$ cat src/design/smalu_pkg.sv
package smalu_pkg;

	localparam int STACK_DEPTH = 1024;
	localparam int WORD_W      = 32;
	localparam int OP_W        = 3;
	localparam int STATUS_W    = 2;
	localparam int OUT_CNT_W   = 11;
	localparam int CNT_W       = $clog2(STACK_DEPTH + 1);
	localparam int ADDR_W      = $clog2(STACK_DEPTH);
	localparam int DIV_CNT_W   = $clog2(WORD_W);

	localparam logic [OP_W-1:0] OP_PUSH = 3'd0;
	localparam logic [OP_W-1:0] OP_SUB  = 3'd1;
	localparam logic [OP_W-1:0] OP_DIV  = 3'd2;
	localparam logic [OP_W-1:0] OP_MUL  = 3'd3;
	localparam logic [OP_W-1:0] OP_MOD  = 3'd4;
	localparam logic [OP_W-1:0] OP_SWAP = 3'd5;

	localparam logic [STATUS_W-1:0] ST_OK      = 2'd0;
	localparam logic [STATUS_W-1:0] ST_UNDER   = 2'd1;
	localparam logic [STATUS_W-1:0] ST_ZERODIV = 2'd2;
	localparam logic [STATUS_W-1:0] ST_OVER    = 2'd3;

	// controller -> datapath
	typedef struct packed {
		logic accept;    // latch instruction, issue read of second word
		logic decode;    // latch status of the prechecks
		logic mul;       // register product
		logic div_init;  // load divider magnitudes
		logic div_step;  // one restoring step
		logic commit;    // update stack, load result register
	} cmd_t;

	// datapath -> controller
	typedef struct packed {
		logic err;
		logic is_mul;
		logic is_div;
		logic div_last;
	} sts_t;

endpackage

$ cat src/design/smalu_ctrl.sv
module smalu_ctrl (
	input  logic              clk,
	input  logic              arst_n,
	input  logic              in_valid,
	output logic              in_stall,
	output logic              out_valid,
	input  logic              out_stall,
	input  smalu_pkg::sts_t   sts,
	output smalu_pkg::cmd_t   cmd
);

	localparam logic [2:0] S_IDLE   = 3'd0;
	localparam logic [2:0] S_DECODE = 3'd1;
	localparam logic [2:0] S_MUL    = 3'd2;
	localparam logic [2:0] S_DIV    = 3'd3;
	localparam logic [2:0] S_FIN    = 3'd4;

	logic [2:0] state_q;
	logic [2:0] state_d;
	logic       out_valid_q;
	logic       out_free;

	assign in_stall  = (state_q != S_IDLE);
	assign out_valid = out_valid_q;
	assign out_free  = !(out_valid_q && out_stall);

	always_comb begin
		cmd     = '0;
		state_d = state_q;
		unique case (state_q)
			S_IDLE: begin
				if (in_valid) begin
					cmd.accept = 1'b1;
					state_d    = S_DECODE;
				end
			end
			S_DECODE: begin
				cmd.decode = 1'b1;
				if (sts.err) begin
					state_d = S_FIN;
				end else if (sts.is_mul) begin
					state_d = S_MUL;
				end else if (sts.is_div) begin
					cmd.div_init = 1'b1;
					state_d      = S_DIV;
				end else begin
					state_d = S_FIN;
				end
			end
			S_MUL: begin
				cmd.mul = 1'b1;
				state_d = S_FIN;
			end
			S_DIV: begin
				cmd.div_step = 1'b1;
				if (sts.div_last) begin
					state_d = S_FIN;
				end
			end
			S_FIN: begin
				if (out_free) begin
					cmd.commit = 1'b1;
					state_d    = S_IDLE;
				end
			end
			default: begin
				state_d = S_IDLE;
			end
		endcase
	end

	always_ff @(posedge clk or negedge arst_n) begin
		if (!arst_n) begin
			state_q     <= S_IDLE;
			out_valid_q <= 1'b0;
		end else begin
			state_q <= state_d;
			if (cmd.commit) begin
				out_valid_q <= 1'b1;
			end else if (!out_stall) begin
				out_valid_q <= 1'b0;
			end
		end
	end

endmodule

$ cat config.mk
export PLATFORM = sky130hd
export DESIGN_NAME = smalu_ctrl
export DESIGN_NICKNAME = d
export VERILOG_FILES = /design/src/design/smalu_pkg.sv /design/src/design/smalu_ctrl.sv
export SDC_FILE = /design/constraint.sdc
export NUM_CORES = 1
export LEC_CHECK = 0
export BUFFER_PORTS_ARGS = -buffer_cell sky130_fd_sc_hd__buf_2
export CAP_MARGIN = 20
export CELL_PAD_IN_SITES_DETAIL_PLACEMENT = 1
export CELL_PAD_IN_SITES_GLOBAL_PLACEMENT = 1
export CORE_AREA = 2 2 39 41
export CTS_CLUSTER_SIZE = 24
export DETAILED_ROUTE_END_ITERATION = 10
export DIE_AREA = 0 0 41 43
export GPL_TIMING_DRIVEN = 0
export HOLD_SLACK_MARGIN = 0.03
export PLACE_DENSITY = 0.54
export SETUP_SLACK_MARGIN = 0.3
export SYNTH_ARGS = -nofsm -noshare
export SYNTH_HDL_FRONTEND = slang
export SYNTH_SLANG_ARGS = --single-unit
$ cat constraint.sdc
create_clock -name clk -period 1.78 [get_ports clk]
set_input_delay 0.089 -clock clk [delete_from_list [all_inputs] [get_ports clk]]
set_output_delay 0.089 -clock clk [all_outputs]
set_load 0.02 [all_outputs]
# Word-level counts from Yosys, hierarchy flattened
# Index checks and enable logic that the tools add are counted.
# op_classes
muxes	20
n_reduce_logical	4
n_eq_ne	8
# op_table
cell	n
2-to-1 mux 3 bit	6
case mux 3 bit (5 select lines)	1
2-to-1 mux 1 bit	13
equality test 3 x 2 -> 1 bit, second input constant	2
!= test 2 bit, second input constant	3
equality test 3 x 1 -> 1 bit, second input constant	1
equality test 3 bit, second input constant	1
logical NOT 3 bit	1
AND reduction 3 bit	1
nonzero test 3 bit	1
!= test 2 x 1 -> 1 bit, second input constant	1
logical AND 1 bit	1
# word_totals
word_cells	34
ff_bits	4

# Longest topological paths before layout
# Gate-level depths: netlist (run 1).
# logic_depth
word_depth	4
depth_mapped	4
depth_no_buf	3

# Least setup slack after synthesis (run 1)
# Ideal clock, no wire load.
# synth_timing
path_kind	flip-flop to output port
startpoint	register state_q[1]
endpoint	output port cmd[2] (netlist bit)
path_slack_ps	-10
stages_incl_launch_ff	4
arrival_ps	1701
path_buffers	1
t_required_ps	1691
path_cell_list	dfrtp_1 clkbuf_1 nor3b_2 nor4bb_1
# synth_lines
element	line_no	rtl
start: declaration	smalu_ctrl.sv:18	logic [2:0] state_q;
start signal: assignment	smalu_ctrl.sv:77	state_q <= state_d;
end: declaration	smalu_ctrl.sv:9	output smalu_pkg::cmd_t cmd

==> results of run 1 <==
registers in the layout, indices dropped and copies added, names as in the netlist:
| name | count |
|---|---|
| state_q | 3 |
| out_valid | 1 |
cells by family after synthesis:
logic type / after synthesis
buffers and inverters: 3
muxes: 1
DFF: 4
and+or+nand+nor: 13
AOI/OAI and AO/OA: 6
worst max path at each step:
stage,slack [ps],endpoint,start
after floorplan,350,cmd[2],state_q[1]$_DFFE_PN0P_
after global placement,420,cmd[2],state_q[1]$_DFFE_PN0P_
after detailed placement,390,cmd[2],state_q[1]$_DFFE_PN0P_
after CTS,300,cmd[0],state_q[1]$_DFFE_PN0P_
after global routing,300,cmd[2],state_q[1]$_DFFE_PN0P_
final,380,cmd[2],state_q[1]$_DFFE_PN0P_
synth_stat cells:
library cell,number,area share
or4b_4,1,0.053
nand2_1,4,0.058
and3_2,2,0.058
inv_1,1,0.015
a221oi_2,1,0.058
nor3_1,1,0.019
and3_1,1,0.024
o21bai_1,1,0.029
nor4bb_1,1,0.039
a32oi_1,1,0.034
inv_2,1,0.015
mux2_2,1,0.044
nor3b_2,1,0.049
a21oi_1,2,0.039
o21ai_1,1,0.019
dfrtp_1,4,0.39
nor2_1,1,0.015
or2b_1,1,0.029
clkbuf_1,1,0.015
per-layer routing:
layer	global-route usage	part of all wire	routed length [µm]
met1	0.0974	0.38	259
met2	0.147	0.53	358
met3	0.0157	0.088	60
met4	0.0600	0	0
met5	0	0	0
area by class of cell:
| type | instances | area share |
|---|---|---|
| Tap cell | 16 | 0.0462 |
| Clock buffer | 3 | 0.0520 |
| Timing Repair Buffer | 18 | 0.243 |
| Inverter | 2 | 0.0173 |
| Sequential cell | 4 | 0.231 |
| Multi-Input combinational cell | 20 | 0.393 |
| Buffer | 1 | 0.0173 |
power breakdown:
part	internal, µW	switching, µW
Sequential	124	37.5
Clock	75.2	34.2
Combinational	173	197
Total	372	269
critical path: stages (launching register included):
cell,delay (ps)
dfrtp_1,350
buf_4,160
nor3b_4,190
nor4bb_4,210
buf_4,170
repair_timing:
action | CTS | global route
gates cloned | 0 | 0
hold buffers | 1 | 0
buffers inserted | 1 | 1
gates resized for setup | 3 | 3
setup endpoints to repair | 2 | 2
endpoints found under the hold margin | 4 | 0
pin swaps | 2 | 1
through the flow:
| stage | total power [µW] | utilization | hold slack (ps) |
|---|---|---|---|
| finish | 641 | 0.313 | 96.4 |
| global route | 693 | 0.313 | 135 |
| CTS | 633 | 0.304 | 90.1 |
| detailed placement | 495 | 0.270 | -99.3 |
| global placement | 490 | 0.270 | -105 |
| floorplan | 394 | - | -207 |
==> impl_metrics.tcl, run 1 <==
set metrics [dict create \
    wl_per_cell_um 10.6 \
    final-instance-count-excl-fill 64 \
    die-area_mm2 0.00176 \
    die_height_um 43 \
    synth-adder-area-share 0 \
    outcome "finished clean" \
    place_area_um2 374 \
    tightest_slew_ps 220 \
    grt_pass1_wl_um 1060 \
    startpoint_type "flop" \
    vias_per_cell 4.47 \
    cts_tree "done" \
    start_util 0.186 \
    synth_compound_area_frac 0.180 \
    yosysWarningCount 0 \
    avgSynthCellArea_um2 9.55 \
    min_period_over_period 0.785 \
    synth_top_family_by_area "simple AND/OR/NAND/NOR gates" \
    first_pass_iters 1 \
    leakagePower_uw 0.000227 \
    slew_headroom 0.853 \
    crit-reg2reg-capture "state_q[0]$_DFFE_PN0P_" \
    track_usage 0.0896 \
    final_cell_mix "buf_2 (13), buf_4 (5), nand2_1 (4), dfrtp_1 (4), clkbuf_4 (3)" \
    final_max_slew_viol_count 0 \
    multi_input_area_um2 170 \
    whs_path_depth 3 \
    rows 14 \
    muxShareOfSynthArea 0.0437 \
    antenna_left 0 \
    hp-class "in2reg" \
    synth_area_um2 258 \
    clk_path_buf_depth 2 \
    clk_latency_ps 230 \
    skew_ps 2.13 \
    r2r.worst_path.cells 3 \
    critPathMaxFanout 8 \
    crit_arrival_ps 1310 \
    worstPathRequired_ps 1690 \
    antenna_found_initial 0 \
    dr.first_iter.drc_count 0 \
    grt_max_degree 9 \
    period_needed_ps 1400 \
    finalHoldViolCount 0 \
    synthDistinctLibCells 19 \
    synth-xor-area-share 0 \
    clk_pin_slew_ps 40 \
    regToRegSetupSlack_ps 480 \
    setup_violations 0 \
    ys_ff_latch 4 \
    fin_nets 58 \
    globalRoute.totalOverflow 0 \
    finalWorstSetupSlack_ps 383 \
    h-tree-depth 1 \
    syn2layout_area_growth_pct 68.0 \
    drive_gt1_frac 0.625 \
    remaining_drc_errors 0 \
    yosys.area_share.simple 0.345 \
    grt_pass1_vias 290 \
    min_from "out_stall" \
    die_w_um 41 \
    timing.fmax_mhz 716 \
    cts-root-buf "clkbuf_4" \
    gp_routability_congestion 0.601 \
    final_common_cell "buf_2" \
    syn-instance-count 27 \
    num_io_pins 16 \
    cts_buffers 3 \
    path_class "reg2out" \
    place_ws_ps 393 \
    n_antenna_cell 0 \
    cp-end-kind "output pin" \
    cap_violations 0 \
    syn-num-nets 35 \
    rsz0062_at_grt "false" \
    portBuffers 15 \
    powerDensity_mw_per_mm2 1480 \
    rr_startpoint "state_q[0]$_DFFE_PN0P_" \
    ir_worst_vdd_mv 0.484 \
    coreArea_mm2 0.00138 \
    min_to "out_valid$_DFFE_PN0P_" \
    design_area_um2 433 \
    clock_sinks 4 \
    placed_cells 58 \
    seqCellArea_um2 100 \
    fin_setup_tns_ps 0 \
    vias 286 \
    ys_seq_area_frac 0.388 \
    wirelength_um 679 \
    fillers 173 \
]
No activity file was read; power rests on OpenSTA's default activity.
==> run 2, diff against run 1 <==
- PLACE_DENSITY: 0.54 -> 0.56
- clock period: 1.78 -> 1.2 ns (I/O delays scaled with it)
==> run 2 against run 1 <==
Compared with the run above: the run now ends with negative setup slack left; wire length rose by 45%; clock skew barely moved; total power rose by 110%; critical path type unchanged; largest cell class is now non-clock buffers.
==> impl_metrics.tcl, run 2 (synthesized netlist as in run 1, its figures left out) <==
set metrics [dict create \
    final_util 0.421 \
    syn2layout_area_growth_pct 126 \
    largest_register_ffs 3 \
    multi_input_area_um2 211 \
    coreArea_mm2 0.00138 \
    ir_worst_vdd_mv 0.859 \
    rsz0062_at_grt "true" \
    grt_pass1_wl_um 1520 \
    dp_hpwl_um 617 \
    grt_max_degree 6 \
    final_cell_mix "buf_6 (10), buf_2 (7), buf_4 (6)" \
    regToRegSetupSlack_ps -110 \
    grt_pass1_vias 344 \
    fillers 165 \
    path_class "reg2out" \
    rows 14 \
    antenna_left 0 \
    leakagePower_uw 0.000268 \
    hp-class "in2reg" \
    startpoint "state_q[1]$_DFFE_PN0P_" \
    critPathMaxFanout 4 \
    finalHoldViolCount 0 \
    period_needed_ps 1380 \
    gp_routability_congestion 0.700 \
    start_util 0.186 \
    num_io_pins 16 \
    cts_tree "done" \
    vias 322 \
    clk_latency_ps 230 \
    skew_ps 2.19 \
    die_height_um 43 \
    die_w_um 41 \
    tightest_slew_ps 230 \
    track_usage 0.134 \
    fin_nets 64 \
    antenna_found_initial 0 \
    cts-root-buf "clkbuf_4" \
    slew_headroom 0.846 \
    portBuffers 15 \
    clk_path_buf_depth 2 \
    drive_gt1_frac 0.815 \
    cts_buffers 3 \
    cp-end-kind "output pin" \
    powerDensity_mw_per_mm2 2350 \
    setup_violations 10 \
    rr_startpoint "state_q[0]$_DFFE_PN0P_" \
    finalWorstSetupSlack_ps -182 \
    vias_per_cell 4.60 \
    wl_per_cell_um 14.0 \
    n_antenna_cell 0 \
    cap_violations 0 \
    r2r.worst_path.cells 6 \
    violations "negative setup slack" \
    place_ws_ps -102 \
    clock_sinks 4 \
    die-area_mm2 0.00176 \
    regMostFlops "state_q" \
    dr.first_iter.drc_count 5 \
    final_max_slew_viol_count 0 \
    globalRoute.totalOverflow 0 \
    first_pass_iters 4 \
    worstPathRequired_ps 1140 \
    remaining_drc_errors 0 \
    startpoint_type "flop" \
    outcome "finished, violations left" \
    wirelength_um 982 \
    timing.fmax_mhz 724 \
    min_period_over_period 1.15 \
    final_common_cell "buf_6" \
    h-tree-depth 1 \
    clk_pin_slew_ps 40 \
    crit-reg2reg-capture "state_q[2]$_DFFE_PN0P_" \
    crit_arrival_ps 1320 \
    seqCellArea_um2 104 \
    critPathCapture "cmd[2]" \
]
## run 2: cell types whose count changed in the layout (fill, tap and decap cells not counted), moves of 3 or more
cell,delta
buf_6,+10
and3_4,+3
buf_2,-6
dfrtp_1,-3
dfrtp_2,+3
## run 2: routing by layer
metal,global-route usage,part of all wire
met1,0.142,0.35
met2,0.213,0.60
met3,0.0628,0.052
met4,0.0600,0
met5,0,0
## run 2: how the worst min path moves through the flow
stage	startpoint	endpoint	slack, ps	cells after the start
2_1_floorplan	arst_n	out_valid$_DFFE_PN0P_	-240	0
3_3_place_gp	arst_n	state_q[1]$_DFFE_PN0P_	-130	1
3_5_place_dp	arst_n	state_q[1]$_DFFE_PN0P_	-130	1
4_1_cts	out_stall	out_valid$_DFFE_PN0P_	100	3
5_1_grt	sts[0]	state_q[1]$_DFFE_PN0P_	150	3
6_report	out_stall	out_valid$_DFFE_PN0P_	130	3
## run 2: per-stage QoR
step	instances	TNS [ps]	hold slack, ps	cell area (µm²)	total power, µW
detailed placement	58	-142	-127	400	785
global placement	58	-118	-133	400	776
finish	70	-1000	133	583	1370
floorplan	27	-80.6	-236	305	631
global route	70	-1560	149	583	1470
CTS	67	-1050	103	512	1140
## run 2: repair_timing
action                                 CTS  global route
pin swaps                                3             2
endpoints found under the hold margin    4             0
gates cloned                             0             0
setup endpoints to repair               11            12
setup buffers                            5             3
resized for setup                       13            16
hold buffers                             1             0
## run 2: final cells by class
cell class	instances	area share
Multi-Input combinational cell	20	0.363
Timing Repair Buffer	24	0.348
Sequential cell	4	0.178
Clock buffer	3	0.0386
Tap cell	16	0.0343
Buffer	1	0.0258
Inverter	2	0.0129
## run 2: critical path, cell delays in order (launching register included)
cell      delay (ps)
dfrtp_1          370
buf_8            130
nor3b_4          180
nor4bb_4         220
buf_4            180
## run 2: power breakdown
group | switching [µW] | total, µW | internal [µW]
clock network | 55.3 | 167 | 112
logic | 403 | 930 | 527
registers | 78.9 | 271 | 192
==> run 3, diff against run 2 <==
==> constraint.sdc (replaced) <==
create_clock -name clk -period 1.2 [get_ports clk]
set_input_delay 0.06 -clock clk [delete_from_list [all_inputs] [get_ports clk]]
set_output_delay 0.06 -clock clk [all_outputs]
set_load 0.005 [all_outputs]
==> run 3 against run 2 <==
Compared with the run above: the flow still finishes with violations (negative setup slack); clock power about the same; non-clock buffer count is 2 lower; final area down 14%; count of clock-buffer cells in the layout is the same; setup slack better by 38 ps; highest routed layer unchanged.
==> impl_metrics.tcl, run 3 (synthesized netlist as in run 1, its figures left out) <==
set metrics [dict create \
    r2r.worst_path.cells 3 \
    whs_ps 58.5 \
    antenna_found_initial 0 \
    antenna_left 0 \
    fin_setup_tns_ps -505 \
    outcome "finished, violations left" \
    grt_pass1_vias 286 \
    powerDensity_mw_per_mm2 2000 \
    grt_pass1_wl_um 1220 \
    grt_max_degree 6 \
    final_common_cell "buf_2" \
    clock_sinks 4 \
    final_max_slew_viol_count 0 \
    n_antenna_cell 0 \
    fin_nets 62 \
    h-tree-depth 1 \
    regToRegSetupSlack_ps -80 \
    crit_family "simple AND/OR/NAND/NOR gates" \
    timing.fmax_mhz 744 \
    final_cell_mix "buf_2 (12), buf_6 (5), nand2_1 (4), buf_4 (4), clkbuf_4 (3)" \
    min_to "out_valid$_DFFE_PN0P_" \
    crit-reg2reg-capture "state_q[0]$_DFFE_PN0P_" \
    vias_per_cell 4.47 \
    first_pass_iters 4 \
    cp-end-kind "output pin" \
    worstPathRequired_ps 1140 \
    crit_chain "buf_8 > nor3b_4 > nor4bb_4 > buf_2" \
    leakagePower_uw 0.000249 \
    tightest_slew_ps 198 \
    rr_startpoint "state_q[0]$_DFFE_PN0P_" \
    regMostFlops "state_q" \
    die_w_um 41 \
    critPathMaxFanout 4 \
    cts_buffers 3 \
    crit_path_max_incr_delay_ps 370 \
    coreArea_mm2 0.00138 \
    start_util 0.186 \
    fillers 168 \
    portBuffers 15 \
    path_class "reg2out" \
    finalWorstSetupSlack_ps -143 \
    design_area_um2 502 \
    crit_arrival_ps 1280 \
    setup_violations 6 \
    dp_hpwl_um 540 \
    skew_ps 5.16 \
    hp-class "in2reg" \
    violations "negative setup slack" \
    cap_violations 0 \
    largest_register_ffs 3 \
    clk_pin_slew_ps 40 \
    globalRoute.totalOverflow 0 \
    finalHoldViolCount 0 \
    cts_tree "done" \
    min_period_over_period 1.12 \
    rsz0062_at_grt "true" \
    cts-root-buf "clkbuf_4" \
    whs_path_depth 3 \
    die-area_mm2 0.00176 \
    place_area_um2 369 \
    clk_path_buf_depth 2 \
    wirelength_um 850 \
    cp_slowest_cell "dfrtp_1" \
    slew_headroom 0.868 \
    track_usage 0.105 \
    dr.first_iter.drc_count 2 \
    wl_per_cell_um 12.5 \
    rows 14 \
    num_io_pins 16 \
    syn2layout_area_growth_pct 94.7 \
    drive_gt1_frac 0.692 \
    remaining_drc_errors 0 \
    final-instance-count-excl-fill 68 \
    die_height_um 43 \
    clk_latency_ps 240 \
    ir_worst_vdd_mv 0.629 \
    period_needed_ps 1340 \
    gp_routability_congestion 0.617 \
    min_from "out_stall" \
    crit_buf_inv 2 \
    startpoint_type "flop" \
    placed_cells 58 \
    vias 304 \
]
## run 3: what timing repair did
item	in CTS	in global routing
pin swaps	3	2
setup buffers	4	2
endpoints found under the hold margin	4	0
hold buffers	1	0
setup endpoints to repair	11	11
cloned	0	0
gates resized for setup	3	10
## run 3: per-layer routing
metal  part of all wire  track usage  vias to the layer above
met5                  0            0                        -
met4                  0       0.0600                        0
met3              0.065       0.0314                        0
met2               0.58        0.163                       11
met1               0.36        0.121                      141
li1                   -            -                      152
## run 3: worst min-delay path, delay by kind of cell
kind | cells | cell delay [ps]
buffers and inverters | 1 | 80
AND/OR/NAND/NOR | 2 | 120
## run 3: worst max-delay path by stage
stage,cells after the start,from,slack [ps],end
after floorplan,3,state_q[0]$_DFFE_PN0P_,20,state_q[0]$_DFFE_PN0P_
after global placement,3,state_q[0]$_DFFE_PN0P_,-90,state_q[0]$_DFFE_PN0P_
after detailed placement,3,state_q[0]$_DFFE_PN0P_,-70,state_q[0]$_DFFE_PN0P_
after CTS,4,state_q[1]$_DFFE_PN0P_,-140,cmd[2]
after global routing,4,state_q[1]$_DFFE_PN0P_,-230,cmd[2]
final,4,state_q[1]$_DFFE_PN0P_,-140,cmd[2]
## run 3: power breakdown
| group | internal, µW | switching, µW | leakage [µW] |
|---|---|---|---|
| registers | 189 | 63.3 | 0.0000496 |
| clock network | 112 | 58.0 | 0.0000138 |
| logic | 349 | 233 | 0.000186 |
| total | 651 | 355 | 0.000249 |
## run 3: metrics by stage
step | util | worst slack [ps] | total power [µW]
2_1_floorplan | - | 22.9 | 466
3_3_place_gp | 0.267 | -91.5 | 616
3_5_place_dp | 0.267 | -65.7 | 616
4_1_cts | 0.323 | -140 | 915
5_1_grt | 0.363 | -235 | 1090
6_report | 0.363 | -143 | 1010
## run 3: cell type report
type / instances / area (µm²) / area share
inverters: 2 / 7.51 / 0.0150
multi-input cells: 20 / 178 / 0.354
well taps: 16 / 20.0 / 0.0399
plain buffers: 1 / 15.0 / 0.0299
flip-flops and latches: 4 / 103 / 0.204
clock buffers: 3 / 22.5 / 0.0449
repair buffers: 22 / 156 / 0.312
